--- config.mk ---
export PLATFORM = sky130hd
export DESIGN_NAME = tlpm_queue
export DESIGN_NICKNAME = d
export VERILOG_FILES = /design/src/sv/tlpm_pkg.sv /design/src/sv/tlpm_queue.sv
export VERILOG_INCLUDE_DIRS = /design/src /design/src/sv
export SDC_FILE = /design/constraint.sdc
export NUM_CORES = 1
export LEC_CHECK = 0
export BUFFER_PORTS_ARGS = -buffer_cell sky130_fd_sc_hd__buf_2
export CORE_ASPECT_RATIO = 0.6
export CORE_MARGIN = 2
export CORE_UTILIZATION = 56
export CTS_CLUSTER_SIZE = 16
export DETAILED_ROUTE_END_ITERATION = 6
export PLACE_DENSITY_LB_ADDON = 0.05
export SKIP_LAST_GASP = 1
export SYNTH_ARGS = -nofsm -noshare
export SYNTH_HDL_FRONTEND = slang
export SYNTH_SLANG_ARGS = --single-unit
--- constraint.sdc ---
create_clock -name clk -period 5.87 [get_ports clk]
set_input_delay 0.2935 -clock clk [delete_from_list [all_inputs] [get_ports clk]]
set_output_delay 0.2935 -clock clk [all_outputs]
set_load 0.02 [all_outputs]
--- src/sv/two_level_page_table_mapper_unit_macros.svh ---
// Assertion macros shared by the mapper RTL.
`ifndef TWO_LEVEL_PAGE_TABLE_MAPPER_UNIT_MACROS_SVH
`define TWO_LEVEL_PAGE_TABLE_MAPPER_UNIT_MACROS_SVH
// Implication checked every clock edge outside reset.
`define TLPM_ASSERT_IMP(label, clk, rst, a, c, msg) \
  label: assert property (@(posedge clk) disable iff (rst) (a) |-> (c)) else $error(msg);
// Next-cycle implication checked outside reset.
`define TLPM_ASSERT_NEXT(label, clk, rst, a, c, msg) \
  label: assert property (@(posedge clk) disable iff (rst) (a) |=> (c)) else $error(msg);
`endif

--- src/sv/tlpm_pkg.sv ---
`timescale 1ns / 1ps
// ----------------------------------------------------------------------------
// tlpm_pkg
// Shared types and constants of the two-level page table mapper.
// ----------------------------------------------------------------------------
package tlpm_pkg;
  localparam int DIR_ENTRIES_DEF = 1024;
  localparam int POOL_TABLES_DEF = 16;
  localparam int PAGE_SLOTS = 1024;
  localparam int PE_W = 25;

  localparam logic [2:0] CMD_MAP_LOW  = 3'd0;
  localparam logic [2:0] CMD_MAP_HIGH = 3'd1;
  localparam logic [2:0] CMD_SET_OPT  = 3'd2;
  localparam logic [2:0] CMD_SET_TGT  = 3'd3;
  localparam logic [2:0] CMD_GET_OPT  = 3'd4;
  localparam logic [2:0] CMD_XLATE    = 3'd5;

  localparam logic [1:0] ST_OK      = 2'd0;
  localparam logic [1:0] ST_NO_TBL  = 2'd1;
  localparam logic [1:0] ST_NO_POOL = 2'd2;

  localparam logic [9:0] LAST_SLOT = 10'd1023;
  localparam logic [9:0] HIGH_SLOT = 10'd1022;

  typedef struct packed {
    logic [2:0]  command;
    logic [31:0] physical_address;
    logic [31:0] virtual_address;
    logic        writable;
    logic        user;
    logic [1:0]  caching;
  } cmd_t;

  // option bits as stored in a page entry: {cd, wt, user, writable}
  function automatic logic [3:0] opt_bits(input logic w, input logic u,
                                          input logic [1:0] c);
    opt_bits = {c[1], c[0], u, w};
  endfunction
endpackage

--- src/sv/tlpm_queue.sv ---
`timescale 1ns / 1ps
// ----------------------------------------------------------------------------
// tlpm_queue
// Two-entry command queue between the front and the back.
// ----------------------------------------------------------------------------
module tlpm_queue (
  input  logic           clk,
  input  logic           rst,
  input  logic           in_valid,
  output logic           in_ready,
  input  tlpm_pkg::cmd_t in_data,
  output logic           out_valid,
  input  logic           out_ready,
  output tlpm_pkg::cmd_t out_data
);
  import tlpm_pkg::*;
  `include "two_level_page_table_mapper_unit_macros.svh"

  cmd_t       slots [2];
  logic       wr_ptr;
  logic       rd_ptr;
  logic [1:0] count;

  assign in_ready  = (count != 2'd2);
  assign out_valid = (count != 2'd0);
  assign out_data  = slots[rd_ptr];

  always_ff @(posedge clk) begin
    if (in_valid && in_ready) begin
      slots[wr_ptr] <= in_data;
    end
    if (rst) begin
      wr_ptr <= 1'b0;
      rd_ptr <= 1'b0;
      count  <= 2'd0;
    end else begin
      if (in_valid && in_ready) begin
        wr_ptr <= ~wr_ptr;
      end
      if (out_valid && out_ready) begin
        rd_ptr <= ~rd_ptr;
      end
      count <= count + {1'b0, in_valid && in_ready} - {1'b0, out_valid && out_ready};
    end
  end

  `TLPM_ASSERT_IMP(a_q_cnt, clk, rst, 1'b1, count != 2'd3, "queue count overflow")
  `TLPM_ASSERT_IMP(a_q_ptr, clk, rst, count == 2'd0 || count == 2'd2,
                   wr_ptr == rd_ptr, "queue pointers inconsistent")
  `TLPM_ASSERT_IMP(a_q_ptr1, clk, rst, count == 2'd1, wr_ptr != rd_ptr,
                   "queue pointers inconsistent for one entry")
endmodule

== Word-level counts from Yosys, hierarchy flattened ==
Memory sizes are Yosys's and may differ from the RTL's. A register that Yosys moved wholly into a read port is not among the register bits.
Index checks and enable logic that the tools add are counted.

* Register bits after elaboration: 4
* Latch bits: 0
* Bits in writable memories: 142
* Bits in read-only memories: 0
* Input bits: 75
* Output and inout port bits: 73
* Logic and storage cells: 16
* Memories: 1

* Add/subtract/negate cells: 2
* Multipliers: 0
* Div/mod/pow operators: 0
* $lt $le $gt $ge: 0
* Eq/ne operators: 1
* Shift operators: 0
* Muxes and demuxes: 4
* Bitwise logic cells: 2
* Reduce and logical (&&, ||, !) cells: 3

{| class="wikitable"
|+ Memories
! name !! depth !! width !! rd ports !! clocked after Yosys merged registers in !! wr ports !! line !! RTL
|-
| slots || 2 || 71 || 1 || 1 || 1 || tlpm_queue.sv:19 || <nowiki>cmd_t slots [2];</nowiki>
|}

{| class="wikitable"
|+ Operator list
! operator !! count
|-
| $mux 1 || 4
|-
| $add 2x1->2 || 1
|-
| $logic_and 1x1->1 || 2
|-
| $ne 2x2->1 const B || 1
|-
| $not 1->1 || 2
|-
| $reduce_bool 2->1 || 1
|-
| $sub 2x1->2 || 1
|}

== Logic depth before layout (Yosys ltp) ==
* Word-level depth: 4
* Gate-level depth with buffers: 8
* Depth with buffers taken out: 8

== Worst setup path after synthesis ==
No wires, ideal clock.

* Path kind: register to register
* Start: reg count[0]
* End: mem slots[0][0] in the netlist's numbering (enable)
* Setup time: 500 ps
* Arrival time: 3599 ps
* Required time: 5370 ps
* Path slack: 1770 ps
* Cell stages (with the launch flop): 4
* Buffers on the path: 0
* Period minus slack after synthesis: 4100 ps
* Cell sequence: dfxtp_1 -> nand2b_2 -> nand2_2 -> nor2_1

* Cells in the longest elaborated chain, start to end: 4

{| class="wikitable"
|+ Ends and longest elaborated chain
! element !! line !! RTL
|-
| from (decl) || tlpm_queue.sv:22 || <nowiki>logic [1:0] count;</nowiki>
|-
| from (signal assigned) || tlpm_queue.sv:43 || <nowiki>count <= count + {1'b0, in_valid && in_ready} - {1'b0, out_valid && out_ready};</nowiki>
|-
| $ne 2x2->1 || tlpm_queue.sv:24 || <nowiki>assign in_ready = (count != 2'd2);</nowiki>
|-
| via in_ready || tlpm_queue.sv:10 || <nowiki>output logic in_ready,</nowiki>
|-
| $logic_and 1x1->1 || tlpm_queue.sv:29 || <nowiki>if (in_valid && in_ready) begin</nowiki>
|-
| $mux 1 || tlpm_queue.sv:29 ||
|-
| $mux 1 (not written as such) || tlpm_queue.sv:30 || <nowiki>slots[wr_ptr] <= in_data;</nowiki>
|-
| to (decl) || tlpm_queue.sv:19 ||
|}

The timed path passes the listed nets, and every way through them passes these cells.

==> results_dict.tcl <==
set metrics [dict create \
    fin_skew_ns 0.00389 \
    rsz0062_at_grt "no" \
    p_comb_frac 0.248 \
    p_leak_nw 2.85 \
    cts_root_buffer "clkbuf_16" \
    synth_top_area_frac 0.747 \
    synth-main-ff-cell "edfxtp_1" \
    syn2layout_area_growth_pct 25.1 \
    dieArea_mm2 0.0110 \
    portBuffers 147 \
    ff2ff_setup_slack_ns 4.00 \
    syn_inst 245 \
    core-area_mm2 0.00988 \
    ys_ff_latch 147 \
    seq_power_share 0.409 \
    slew_headroom 0.333 \
    clkPwrFrac 0.342 \
    grtUsageTotal 0.170 \
    cts_sinks 147 \
    via_per_inst 4.88 \
    hold_path_class "in2reg" \
    yosysSeqAreaShare 0.764 \
    grt_pass1_vias 2633 \
    fp.dieW_um 134 \
    crit_chain "buf_4 > mux2_2 > buf_2" \
    firstDrtPassIters 4 \
    antenna_found_initial 1 \
    worstMarginPinSlew_ns 1.00 \
    routed_wl_mm 9.21 \
    dp_hpwl_mm 5.64 \
    rows 28 \
    cp_max_fo 41 \
    cts_setup_buffers 0 \
    cts_made_buffers 17 \
    crit_slowest_cell "dfxtp_4" \
    synth-edff-count 142 \
    crit_type "reg2out" \
    fin_tns_setup_ns 0 \
    wl_per_cell_um 16.6 \
    place_congestion 0.664 \
    cts_tree "built" \
    nets 482 \
    vdd_drop_max_v 0.000322 \
    syn_nets 322 \
    vias 2701 \
    switchingPower_w 0.000904 \
    start_util 0.578 \
    synth_top_area_cell "edfxtp_1" \
    final_antenna_net_count 0 \
    layout-drive-gt1-share 0.608 \
    ctsResizeCount 0 \
    syn_area_mm2 0.00571 \
    cpPeakStageDelay_ns 0.71 \
    holdWs_ns 0.0822 \
    diodes 0 \
    setup_viol 0 \
    yosys_warnings 0 \
    drt_iter0_markers 221 \
    fmax_mhz 366 \
    switching_share 0.265 \
    arrival_ns 2.44 \
    synth_most_common_cell "edfxtp_1" \
    grt_pass1_wl_mm 13.6 \
    finalCritPeriodShare 0.465 \
    endpoint_kind "output port" \
    die_h_um 82.2 \
    cap_violations 0 \
    synth_cell_type_count 17 \
    slew_viol_final 0 \
    p_int_w 0.00251 \
    cp.required_ns 5.58 \
    htree_num_levels 4 \
    clk_latency_ns 0.40 \
    avgSynthCellArea_um2 23.3 \
    grt_max_degree 72 \
    layout_min_cycle_time_ns 2.73 \
    overflow 0 \
    cts_hold_buf 0 \
    cp-start-kind "flop" \
    drc 0 \
    synth.area.top_cells "edfxtp_1, mux2_4, buf_12" \
    cts_max_path_buffers 2 \
    fillers 637 \
    io_pins 148 \
    synth-async-reset-ratio 0 \
    status "finished, final reports clean" \
    hold_viol 0 \
    clk_pin_slew_worst_paths_ns 0.06 \
    cellPowerDensity_mw_per_mm2 478 \
    synthTopCellsByCount "edfxtp_1, mux2_4, buf_12, dfxtp_1, nor2_1" \
]
==> cell type report <==
cell class / instances / area, µm² / area share
Timing Repair Buffer: 149 / 751 / 0.105
Clock buffer: 21 / 440 / 0.0617
Clock inverter: 11 / 208 / 0.0291
Multi-Input combinational cell: 89 / 1200 / 0.169
Tap cell: 135 / 169 / 0.0236
Inverter: 1 / 3.75 / 0.000525
Sequential cell: 147 / 4370 / 0.611
==> layout by cell type (no fill, tap or decap), types with 2 or more instances in the layout <==
cell       count
xnor2_1        2
clkinv_2       3
bufinv_16      6
nor2b_1        2
buf_4          2
ha_1           2
buf_2        147
mux2_2         2
clkbuf_16     17
clkbuf_1       4
dfxtp_1        4
edfxtp_1     142
mux2_4        70
nor2_1         4
==> sequential cells by signal (all words and copies together), names as in the netlist, named ones only <==
| signal | flops |
|---|---|
| slots | 142 |
| count | 2 |
| rd_ptr | 1 |
| wr_ptr | 1 |
==> power groups by stage <==
stage | sequential, W | clock, W | combinational, W
after global routing | 0.00142 | 0.00124 | 0.000902
after detailed placement | 0.00142 | 0 | 0.000856
after CTS | 0.00140 | 0.00119 | 0.000860
final | 0.00140 | 0.00117 | 0.000847
after floorplan | 0.00138 | 0 | 0.000720
after global placement | 0.00141 | 0 | 0.000851
==> worst max-delay path: cells and delay by family (launching register included) <==
family | cells | cell delay, ns
flip-flops | 1 | 0.71
buffers and inverters | 2 | 0.87
multiplexers | 1 | 0.40
==> stage by stage <==
stage / worst slack [ns] / util / area, µm² / cells / power, W
detailed placement: 3.53 / 0.657 / 6490 / 521 / 0.00228
global route: 2.99 / 0.723 / 7140 / 553 / 0.00356
global placement: 3.53 / 0.657 / 6490 / 521 / 0.00226
CTS: 3.10 / 0.723 / 7140 / 553 / 0.00345
finish: 3.14 / 0.723 / 7140 / 553 / 0.00341
floorplan: 1.77 / - / 5710 / 245 / 0.00210
==> final timing paths <==
check	startpoint	end	cells after the start
max	flop	out_data[70]	3
min	in_data[25]	slots[0][25]	1
max reg2reg	count[0]	slots[0][54]	4
min reg2reg	rd_ptr	flop	2
==> logic make-up (layout without fill, tap and decap cells) <==
kind of cell,Yosys count,after routing,synth area share
buf+inv,9,182,0.0272
mux,72,72,0.188
flops,147,147,0.764
simple gates,11,11,0.0103
fa+ha+maj,2,2,0.00438
xor+xnor,3,3,0.00460
compound gates,1,1,0.00132
==> routing by layer <==
layer  part of all wire  wire length (µm)  track usage
met3              0.070               647       0.0672
met1               0.45              4160        0.216
met2               0.47              4340        0.266
met5             0.0014                13            0
met4             0.0050                46       0.0726
Note: power is estimated with default switching activity, not from simulation.
